==> src/rtl/srsbd_pkg.sv <==
package srsbd_pkg;

	localparam logic [7:0] LineFeed = 8'h0A;
	localparam logic [5:0] DigitBias = 6'h30;
	localparam logic [11:0] CountMax = 12'hFFF;

	typedef enum logic [3:0] {
		CMD_BAD     = 4'd0,
		CMD_VV      = 4'd1,
		CMD_PP      = 4'd2,
		CMD_II      = 4'd3,
		CMD_BM      = 4'd4,
		CMD_QT      = 4'd5,
		CMD_RS      = 4'd6,
		CMD_RT      = 4'd7,
		CMD_RB      = 4'd8,
		CMD_GD      = 4'd9,
		CMD_GS      = 4'd10,
		CMD_MD      = 4'd11,
		CMD_MS      = 4'd12,
		CMD_UNKNOWN = 4'd13
	} cmd_class_t;

	typedef enum logic [3:0] {
		ST_00      = 4'd0,
		ST_0L      = 4'd1,
		ST_0M      = 4'd2,
		ST_0E      = 4'd3,
		ST_0F      = 4'd4,
		ST_10      = 4'd5,
		ST_0G      = 4'd6,
		ST_0H      = 4'd7,
		ST_0C      = 4'd8,
		ST_0D      = 4'd9,
		ST_0X      = 4'd10,
		ST_99      = 4'd11,
		ST_UNKNOWN = 4'd12
	} stat_class_t;

	typedef enum logic [2:0] {
		ERR_NONE     = 3'd0,
		ERR_LINES    = 3'd1,
		ERR_STATUS   = 3'd2,
		ERR_STAMP    = 3'd3,
		ERR_LEFTOVER = 3'd4
	} frame_err_t;

	typedef enum logic {
		KIND_VALUE   = 1'b0,
		KIND_SUMMARY = 1'b1
	} res_kind_t;

	typedef struct packed {
		res_kind_t   kind;
		logic [17:0] distance_value;
		cmd_class_t  command_class;
		stat_class_t status_class;
		frame_err_t  frame_error;
		logic [11:0] value_count;
	} result_t;

	function automatic cmd_class_t cmd_class_f(input logic [15:0] chars, input logic full);
		cmd_class_t c;
		begin
			c = CMD_UNKNOWN;
			case (chars)
				"VV": c = CMD_VV;
				"PP": c = CMD_PP;
				"II": c = CMD_II;
				"BM": c = CMD_BM;
				"QT": c = CMD_QT;
				"RS": c = CMD_RS;
				"RT": c = CMD_RT;
				"RB": c = CMD_RB;
				"GD": c = CMD_GD;
				"GS": c = CMD_GS;
				"MD": c = CMD_MD;
				"MS": c = CMD_MS;
				default: c = CMD_UNKNOWN;
			endcase
			if (!full) begin
				c = CMD_BAD;
			end
			return c;
		end
	endfunction

	function automatic stat_class_t stat_class_f(input logic [15:0] chars, input logic ok);
		stat_class_t s;
		begin
			case (chars)
				"00": s = ST_00;
				"0L": s = ST_0L;
				"0M": s = ST_0M;
				"0E": s = ST_0E;
				"0F": s = ST_0F;
				"10": s = ST_10;
				"0G": s = ST_0G;
				"0H": s = ST_0H;
				"0C": s = ST_0C;
				"0D": s = ST_0D;
				"99": s = ST_99;
				default: begin
					if (chars[15:8] == "0" && chars[7:0] >= "1" && chars[7:0] <= "7") begin
						s = ST_0X;
					end else begin
						s = ST_UNKNOWN;
					end
				end
			endcase
			if (!ok) begin
				s = ST_UNKNOWN;
			end
			return s;
		end
	endfunction

	// digits per value, zero for commands that carry no distances
	function automatic logic [1:0] digits_f(input cmd_class_t c);
		logic [1:0] w;
		begin
			case (c)
				CMD_GD, CMD_MD: w = 2'd3;
				CMD_GS, CMD_MS: w = 2'd2;
				default: w = 2'd0;
			endcase
			return w;
		end
	endfunction

endpackage

==> src/rtl/srsbd_parse.sv <==
module srsbd_parse (
	input  logic                 clk,
	input  logic                 arst_n,
	input  logic                 step,
	input  logic [7:0]           byte_in,
	output logic                 res_ready,
	output srsbd_pkg::result_t   res
);

	logic        last_nl_q;
	logic [1:0]  line_idx_q;
	logic [2:0]  line_len_q;
	logic [15:0] cmd_chars_q;
	logic [15:0] stat_chars_q;
	logic        held_valid_q;
	logic [7:0]  held_q;
	logic [17:0] acc_q;
	logic [1:0]  digit_cnt_q;
	logic [11:0] val_cnt_q;
	logic        cmd_full_q;
	logic        stat_ok_q;

	logic        last_nl_d;
	logic [1:0]  line_idx_d;
	logic [2:0]  line_len_d;
	logic [15:0] cmd_chars_d;
	logic [15:0] stat_chars_d;
	logic        held_valid_d;
	logic [7:0]  held_d;
	logic [17:0] acc_d;
	logic [1:0]  digit_cnt_d;
	logic [11:0] val_cnt_d;
	logic        cmd_full_d;
	logic        stat_ok_d;

	srsbd_pkg::cmd_class_t  cmd_c;
	srsbd_pkg::stat_class_t stat_c;
	logic [1:0]  width_c;
	logic        is_lf;
	logic [5:0]  digit;
	logic [17:0] acc_next;
	logic [2:0]  cnt_next;
	logic [11:0] cnt_sat;

	assign cmd_c    = srsbd_pkg::cmd_class_f(cmd_chars_q, cmd_full_q);
	assign stat_c   = srsbd_pkg::stat_class_f(stat_chars_q, stat_ok_q);
	assign width_c  = srsbd_pkg::digits_f(cmd_c);
	assign is_lf    = byte_in == srsbd_pkg::LineFeed;
	assign digit    = held_q[5:0] - srsbd_pkg::DigitBias;
	assign acc_next = {acc_q[11:0], digit};
	assign cnt_next = {1'b0, digit_cnt_q} + 3'd1;
	assign cnt_sat  = (val_cnt_q == srsbd_pkg::CountMax) ? val_cnt_q : val_cnt_q + 12'd1;

	always_comb begin
		last_nl_d    = last_nl_q;
		line_idx_d   = line_idx_q;
		line_len_d   = line_len_q;
		cmd_chars_d  = cmd_chars_q;
		stat_chars_d = stat_chars_q;
		held_valid_d = held_valid_q;
		held_d       = held_q;
		acc_d        = acc_q;
		digit_cnt_d  = digit_cnt_q;
		val_cnt_d    = val_cnt_q;
		cmd_full_d   = cmd_full_q;
		stat_ok_d    = stat_ok_q;
		res_ready    = 1'b0;
		res.kind           = srsbd_pkg::KIND_VALUE;
		res.distance_value = 18'd0;
		res.command_class  = cmd_c;
		res.status_class   = stat_c;
		res.frame_error    = srsbd_pkg::ERR_NONE;
		res.value_count    = val_cnt_q;

		if (is_lf && last_nl_q) begin
			// double line feed closes the frame
			res_ready = 1'b1;
			res.kind  = srsbd_pkg::KIND_SUMMARY;
			if (line_idx_q < 2'd2) begin
				res.frame_error = srsbd_pkg::ERR_LINES;
			end else if (!stat_ok_q) begin
				res.frame_error = srsbd_pkg::ERR_STATUS;
			end else if (width_c != 2'd0 && line_idx_q < 2'd3) begin
				res.frame_error = srsbd_pkg::ERR_STAMP;
			end else if (width_c != 2'd0 && digit_cnt_q != 2'd0) begin
				res.frame_error = srsbd_pkg::ERR_LEFTOVER;
			end
			last_nl_d    = 1'b0;
			line_idx_d   = 2'd0;
			line_len_d   = 3'd0;
			cmd_chars_d  = 16'd0;
			stat_chars_d = 16'd0;
			held_valid_d = 1'b0;
			held_d       = 8'd0;
			acc_d        = 18'd0;
			digit_cnt_d  = 2'd0;
			val_cnt_d    = 12'd0;
			cmd_full_d   = 1'b0;
			stat_ok_d    = 1'b0;
		end else if (is_lf) begin
			if (line_idx_q == 2'd0) begin
				cmd_full_d = line_len_q >= 3'd2;
			end else if (line_idx_q == 2'd1) begin
				stat_ok_d = line_len_q == 3'd3;
			end
			held_valid_d = 1'b0;
			if (line_idx_q != 2'd3) begin
				line_idx_d = line_idx_q + 2'd1;
			end
			line_len_d = 3'd0;
			last_nl_d  = 1'b1;
		end else begin
			last_nl_d = 1'b0;
			if (line_idx_q == 2'd0 && line_len_q == 3'd0) begin
				cmd_chars_d[15:8] = byte_in;
			end
			if (line_idx_q == 2'd0 && line_len_q == 3'd1) begin
				cmd_chars_d[7:0] = byte_in;
			end
			if (line_idx_q == 2'd1 && line_len_q == 3'd0) begin
				stat_chars_d[15:8] = byte_in;
			end
			if (line_idx_q == 2'd1 && line_len_q == 3'd1) begin
				stat_chars_d[7:0] = byte_in;
			end
			if (line_len_q < 3'd4) begin
				line_len_d = line_len_q + 3'd1;
			end
			// one char is held back so the check char at line end is dropped
			if (line_idx_q == 2'd3 && width_c != 2'd0 && stat_ok_q) begin
				held_d       = byte_in;
				held_valid_d = 1'b1;
				if (held_valid_q) begin
					acc_d       = acc_next;
					digit_cnt_d = cnt_next[1:0];
					if (cnt_next >= {1'b0, width_c}) begin
						acc_d       = 18'd0;
						digit_cnt_d = 2'd0;
						val_cnt_d   = cnt_sat;
						res_ready   = 1'b1;
						res.distance_value = acc_next;
						res.value_count    = cnt_sat;
					end
				end
			end
		end
	end

	always_ff @(posedge clk or negedge arst_n) begin
		if (!arst_n) begin
			last_nl_q    <= 1'b0;
			line_idx_q   <= 2'd0;
			line_len_q   <= 3'd0;
			cmd_chars_q  <= 16'd0;
			stat_chars_q <= 16'd0;
			held_valid_q <= 1'b0;
			held_q       <= 8'd0;
			acc_q        <= 18'd0;
			digit_cnt_q  <= 2'd0;
			val_cnt_q    <= 12'd0;
			cmd_full_q   <= 1'b0;
			stat_ok_q    <= 1'b0;
		end else if (step) begin
			last_nl_q    <= last_nl_d;
			line_idx_q   <= line_idx_d;
			line_len_q   <= line_len_d;
			cmd_chars_q  <= cmd_chars_d;
			stat_chars_q <= stat_chars_d;
			held_valid_q <= held_valid_d;
			held_q       <= held_d;
			acc_q        <= acc_d;
			digit_cnt_q  <= digit_cnt_d;
			val_cnt_q    <= val_cnt_d;
			cmd_full_q   <= cmd_full_d;
			stat_ok_q    <= stat_ok_d;
		end
	end

endmodule

==> src/rtl/srsbd_out.sv <==
module srsbd_out (
	input  logic                 clk,
	input  logic                 arst_n,
	input  logic                 load,
	input  srsbd_pkg::result_t   res_in,
	input  logic                 stall,
	output logic                 free,
	output logic                 valid,
	output srsbd_pkg::result_t   res_out
);

	logic               valid_q;
	srsbd_pkg::result_t res_q;

	// the register can take a new result when empty or being drained
	assign free    = !valid_q || !stall;
	assign valid   = valid_q;
	assign res_out = res_q;

	always_ff @(posedge clk or negedge arst_n) begin
		if (!arst_n) begin
			valid_q <= 1'b0;
		end else if (free) begin
			valid_q <= load;
		end
	end

	always_ff @(posedge clk) begin
		if (free && load) begin
			res_q <= res_in;
		end
	end

endmodule

==> src/rtl/scan_response_six_bit_decoder_core.sv <==
// scanner reply decoder
// input channel: rx_byte with rx_valid / rx_stall, one reply byte per item
// output channel: res_valid / res_stall with kind, distance_value,
//   command_class, status_class, frame_error and value_count
// each byte gives zero or one result: a decoded distance value (kind 0) as
// soon as its last digit is known, or a frame summary (kind 1) on the
// second of two line feeds
// a byte is taken into an input register and decoded from there in the
// following cycle; its result is loaded into the output register once that
// register is free, and res_valid rises with that load
// throughput: one byte per cycle while res_stall is low; bytes that give
// no result keep flowing even while a result waits to be taken
// when res_stall holds a result, the next result-producing byte waits in
// the input register and rx_stall rises once that register is blocked
// reset clears the frame state and the valid flags of both registers; the first byte after
// reset starts line 0 of a new frame
module scan_response_six_bit_decoder_core (
	input  logic        clk,
	input  logic        arst_n,
	input  logic        rx_valid,
	output logic        rx_stall,
	input  logic [7:0]  rx_byte,
	output logic        res_valid,
	input  logic        res_stall,
	output logic        kind,
	output logic [17:0] distance_value,
	output logic [3:0]  command_class,
	output logic [3:0]  status_class,
	output logic [2:0]  frame_error,
	output logic [11:0] value_count
);

	logic               valid_s1;
	logic [7:0]         byte_s1;
	logic               produces;
	logic               out_free;
	logic               advance;
	srsbd_pkg::result_t res_c;
	srsbd_pkg::result_t res_o;

	assign advance  = valid_s1 && (!produces || out_free);
	assign rx_stall = valid_s1 && !advance;

	always_ff @(posedge clk or negedge arst_n) begin
		if (!arst_n) begin
			valid_s1 <= 1'b0;
		end else if (!rx_stall) begin
			valid_s1 <= rx_valid;
		end
	end

	always_ff @(posedge clk) begin
		if (!rx_stall && rx_valid) begin
			byte_s1 <= rx_byte;
		end
	end

	srsbd_parse u_parse (
		.clk       (clk),
		.arst_n    (arst_n),
		.step      (advance),
		.byte_in   (byte_s1),
		.res_ready (produces),
		.res       (res_c)
	);

	srsbd_out u_out (
		.clk     (clk),
		.arst_n  (arst_n),
		.load    (advance && produces),
		.res_in  (res_c),
		.stall   (res_stall),
		.free    (out_free),
		.valid   (res_valid),
		.res_out (res_o)
	);

	assign kind           = res_o.kind;
	assign distance_value = res_o.distance_value;
	assign command_class  = res_o.command_class;
	assign status_class   = res_o.status_class;
	assign frame_error    = res_o.frame_error;
	assign value_count    = res_o.value_count;

	a_summary_no_value: assert property (@(posedge clk) disable iff (!arst_n)
		res_valid && res_o.kind == srsbd_pkg::KIND_SUMMARY |-> distance_value == 18'd0)
		else $error("summary carries a distance value");

	a_value_no_error: assert property (@(posedge clk) disable iff (!arst_n)
		res_valid && res_o.kind == srsbd_pkg::KIND_VALUE
			|-> res_o.frame_error == srsbd_pkg::ERR_NONE)
		else $error("value item carries a frame error");

	a_value_counted: assert property (@(posedge clk) disable iff (!arst_n)
		res_valid && res_o.kind == srsbd_pkg::KIND_VALUE |-> value_count != 12'd0)
		else $error("value item with zero count");

	a_s1_held: assert property (@(posedge clk) disable iff (!arst_n)
		valid_s1 && !advance |=> valid_s1 && $stable(byte_s1))
		else $error("blocked input register lost its byte");

endmodule

==> config.mk <==
export PLATFORM = sky130hd
export DESIGN_NAME = scan_response_six_bit_decoder_core
export DESIGN_NICKNAME = d
export VERILOG_FILES = /design/src/rtl/srsbd_pkg.sv /design/src/rtl/srsbd_parse.sv /design/src/rtl/srsbd_out.sv /design/src/rtl/scan_response_six_bit_decoder_core.sv
export SDC_FILE = /design/constraint.sdc
export NUM_CORES = 1
export LEC_CHECK = 0
export BUFFER_PORTS_ARGS = -buffer_cell sky130_fd_sc_hd__clkbuf_2
export CAP_MARGIN = 20
export CORE_MARGIN = 1.5
export CORE_UTILIZATION = 45
export CTS_CLUSTER_DIAMETER = 150
export DETAILED_ROUTE_END_ITERATION = 16
export GPL_ROUTABILITY_DRIVEN = 0
export HOLD_SLACK_MARGIN = 0.02
export PLACE_DENSITY_LB_ADDON = 0.1
export RECOVER_POWER = 100
export SYNTH_ARGS = -nofsm -noshare
export SYNTH_HDL_FRONTEND = slang
export SYNTH_SLANG_ARGS = --single-unit
==> constraint.sdc <==
create_clock -name clk -period 7.25 [get_ports clk]
set_input_delay 1.0875 -clock clk [delete_from_list [all_inputs] [get_ports clk]]
set_output_delay 1.0875 -clock clk [all_outputs]
set_load 0.1 [all_outputs]
==> run_results.csv <==
group,metric,value,unit
sta,slew_headroom,-152,%
sta,setup_tns,0,ns
synthesis,synth_top_cell_by_area,"dfrtp_1",
run_status,status,"finished, violations left",
power,p_sw,0.483,mW
cts,h-tree-depth,4,
floorplan,dieArea,14500,sq um
sta,max_freq,150,MHz
power,power.total,1.84,mW
sta,fin_crit,6.66,ns
floorplan,io_pins,56,
detailed_routing,vias,4611,
sta,setup_viol,0,
critical_path,worst_setup_path_end_kind,"output port",
synthesis,synth_common_cells,"dfrtp_1 (75), edfxtp_1 (50), nand2_1 (47), mux2_2 (33), o21ai_0 (27)",
finish,nets,624,
synthesis,ys_seq_area_share,54.4,%
critical_path,worst_r2r_path_depth,15,
synthesis,synth.area.top_cells,"dfrtp_1 (30%), edfxtp_1 (24%), mux2_2 (6.0%)",
finish,fillerInstances,1204,
synthesis,synth_fp_nets,567,
finish,fin_area,7090,sq um
power,intPower,1.35,mW
critical_path,crit_type,"register to output port",
power,pwr-share-seq,47.6,%
synthesis,synth-edff-count,50,
finish,antennaDiodeCount,0,
floorplan,rows,42,
detailed_routing,wl_per_cell,17.9,microns
synthesis,ys.flop_type,"dfrtp_1",
finish,drive_above_1_share,13.9,%
power,comb_power_share,9.9,%
synthesis,syn-cell-area,6210,sq um
power,p_leak,2.90,nW
critical_path,rrSetupSlack,1.24,ns
synthesis,yosysUniqueCellTypes,70,
floorplan,fp.dieW,120,microns
power,ir_worst_vdd,0.129,mV
place,dp_hpwl,9740,microns
sta,tightest_slew,3.77,ns
synthesis,synth-async-reset-ratio,60.0,%
synthesis,syn_avg_cell_area,11.5,sq um
power,clkPwrFrac,42.5,%
cts,clock-root-buffer,"clkbuf_16",
cts,cts.clk_slew.worst_paths,0.06,ns
sta,fin_worst_skew,0.0115,ns
floorplan,fp.coreArea,13300,sq um
detailed_routing,drt_iter0_markers,314,
detailed_routing,viasPerCell,5.85,
global_route,track_usage,20.7,%
global_route,grt_pass1_wl,23100,microns
place,port_buffers,55,
synthesis,syn-instance-count,542,
sta,fin_ws,0.591,ns
synthesis,yosysTopAreaCellShare,30.2,%
floorplan,initial_core_util,46.5,%
global_route,grt_overflow,0,
cts,cts.sinks,125,
critical_path,required,6.16,ns
detailed_routing,totalWireLength,14100,microns
place,dpl_cell_area,6650,sq um
global_route,grt_max_degree,76,
power,power.density,259,nW/um^2
global_route,antenna_found_initial,0,
critical_path,start_kind,"register",
synthesis,yosysWarningCount,0,
sta,rsz0062_at_grt,"false",
sta,period_share,91.8,%
global_route,grt_pass1_vias,4474,
cts,clockBufferDepth,2,
synthesis,ys_ff_latch,125,
finish,syn_to_final_growth,14.3,%
cts,clkLatencyLatePin,0.42,ns
cts,hold_buffers,0,
sta,drv_slew,70,
critical_path,arrival,5.57,ns
min_path,hold_path_depth,1,
cts,numCtsBuffers,17,
critical_path,cp_max_fo,10,
min_path,hp-class,"register to register",
power,netSwitchingFraction,26.3,%
cts,cts_tree,"yes",
sta,hold_violations,0,
cts,cts_setup_buffers,0,
synthesis,synth.most_common_cell,"dfrtp_1",
detailed_routing,drtAntennaViolNets,0,
detailed_routing,drcViolationCount,0,
run_status,violations,"capacitance limit, slew limit",
flow_run,cap_violations,1,
cts,cts_resized,0,
place,pre_cts_ws,1.05,ns
detailed_routing,first_pass_iters,5,
floorplan,dieHeight,120,microns
[worst paths after layout]
kind	start	to
min reg2reg	u_parse.acc_q[10]	u_parse.acc_q[10]
max	u_parse.cmd_chars_q[7]	rx_stall
min	u_parse.acc_q[10]	u_parse.acc_q[10]
max in group asynchronous	arst_n	u_parse.digit_cnt_q[0]
max reg2reg	u_parse.cmd_chars_q[7]	u_out.res_out[13]
min in group asynchronous	arst_n	u_parse.stat_chars_q[13]
[area by class of cell]
| class | count | area, sq um | share of cell area (%) |
|---|---|---|---|
| Timing Repair Buffer | 59 | 236 | 3.33 |
| Inverter | 19 | 71.3 | 1.01 |
| Clock buffer | 19 | 433 | 6.10 |
| Sequential cell | 125 | 3380 | 47.6 |
| Clock inverter | 13 | 120 | 1.69 |
| Multi-Input combinational cell | 377 | 2630 | 37.1 |
| Tap cell | 176 | 220 | 3.11 |
[kinds of logic after synthesis]
kind of cell	share of synthesized area [%]
buffers and inverters	2.60
flip-flops	54.4
adder cells (fa/ha/maj)	2.74
AO/OA/AOI/OAI	13.9
XOR/XNOR	1.83
multiplexers	6.65
AND/OR/NAND/NOR	17.9
[cell usage in the layout, fill, tap and decap left out, types with 4 or more instances in the layout]
master / instances
clkbuf_1: 49
a21o_1: 6
nand2_1: 47
o21ai_0: 27
or3_1: 5
nor2_1: 26
xnor2_1: 11
clkinv_4: 5
and2_1: 10
inv_1: 19
dfrtp_1: 75
and3_1: 11
nor4_1: 4
a22o_1: 13
clkbuf_2: 12
and2_0: 14
nand3_1: 15
edfxtp_1: 50
clkbuf_16: 17
a32o_1: 4
nand4_1: 10
a31oi_1: 10
o31a_1: 4
mux2_2: 33
nor4bb_1: 4
a21oi_1: 20
nor3_1: 15
nor4b_1: 4
or4_1: 4
ha_1: 12
[layer usage]
| layer | vias to the layer above | global-route usage, % | wire, microns |
|---|---|---|---|
| met3 | 23 | 4.91 | 674 |
| met5 | - | 0 | 0 |
| met4 | 0 | 7.87 | 268 |
| li1 | 2173 | - | - |
| met1 | 2265 | 27.2 | 6430 |
| met2 | 150 | 33.3 | 6730 |
[power groups by stage]
stage | clock (mW) | sequential [mW] | combinational (mW)
5_1_grt | 0.832 | 0.885 | 0.202
4_1_cts | 0.801 | 0.871 | 0.183
2_1_floorplan | 0 | 0.845 | 0.159
6_report | 0.781 | 0.874 | 0.182
3_5_place_dp | 0 | 0.884 | 0.181
3_3_place_gp | 0 | 0.878 | 0.179
[through the flow]
stage | std cells | hold WS (ns) | util (%)
2_1_floorplan | 542 | 0.464 | -
3_3_place_gp | 753 | 0.479 | 49.7
3_5_place_dp | 754 | 0.487 | 49.8
4_1_cts | 786 | 0.500 | 54.0
5_1_grt | 788 | 0.524 | 53.1
6_report | 788 | 0.498 | 53.1
[critical path, stage by stage, from the launching register on]
cell	delay, ns
dfrtp_1	0.39
nor4bb_1	0.74
nand3b_1	0.30
o22a_1	0.28
and2_4	0.21
or3_4	0.40
and2_1	0.21
nor2_1	0.14
fa_1	0.43
o31a_1	0.35
nor3_1	0.32
nand4_1	0.17
a21o_1	0.23
and2_1	0.28
nor2_1	0.22
clkbuf_2	0.49
[flip-flops by register name (all words and copies together) (netlist names), 3 cells and up]
name / flops
u_out.res_out: 42
u_parse.cmd_chars_q: 16
u_parse.stat_chars_q: 16
u_parse.acc_q: 12
u_parse.val_cnt_q: 12
byte_s1: 8
u_parse.held_q: 6
u_parse.line_len_q: 3
(Power assumes the default switching activity.)
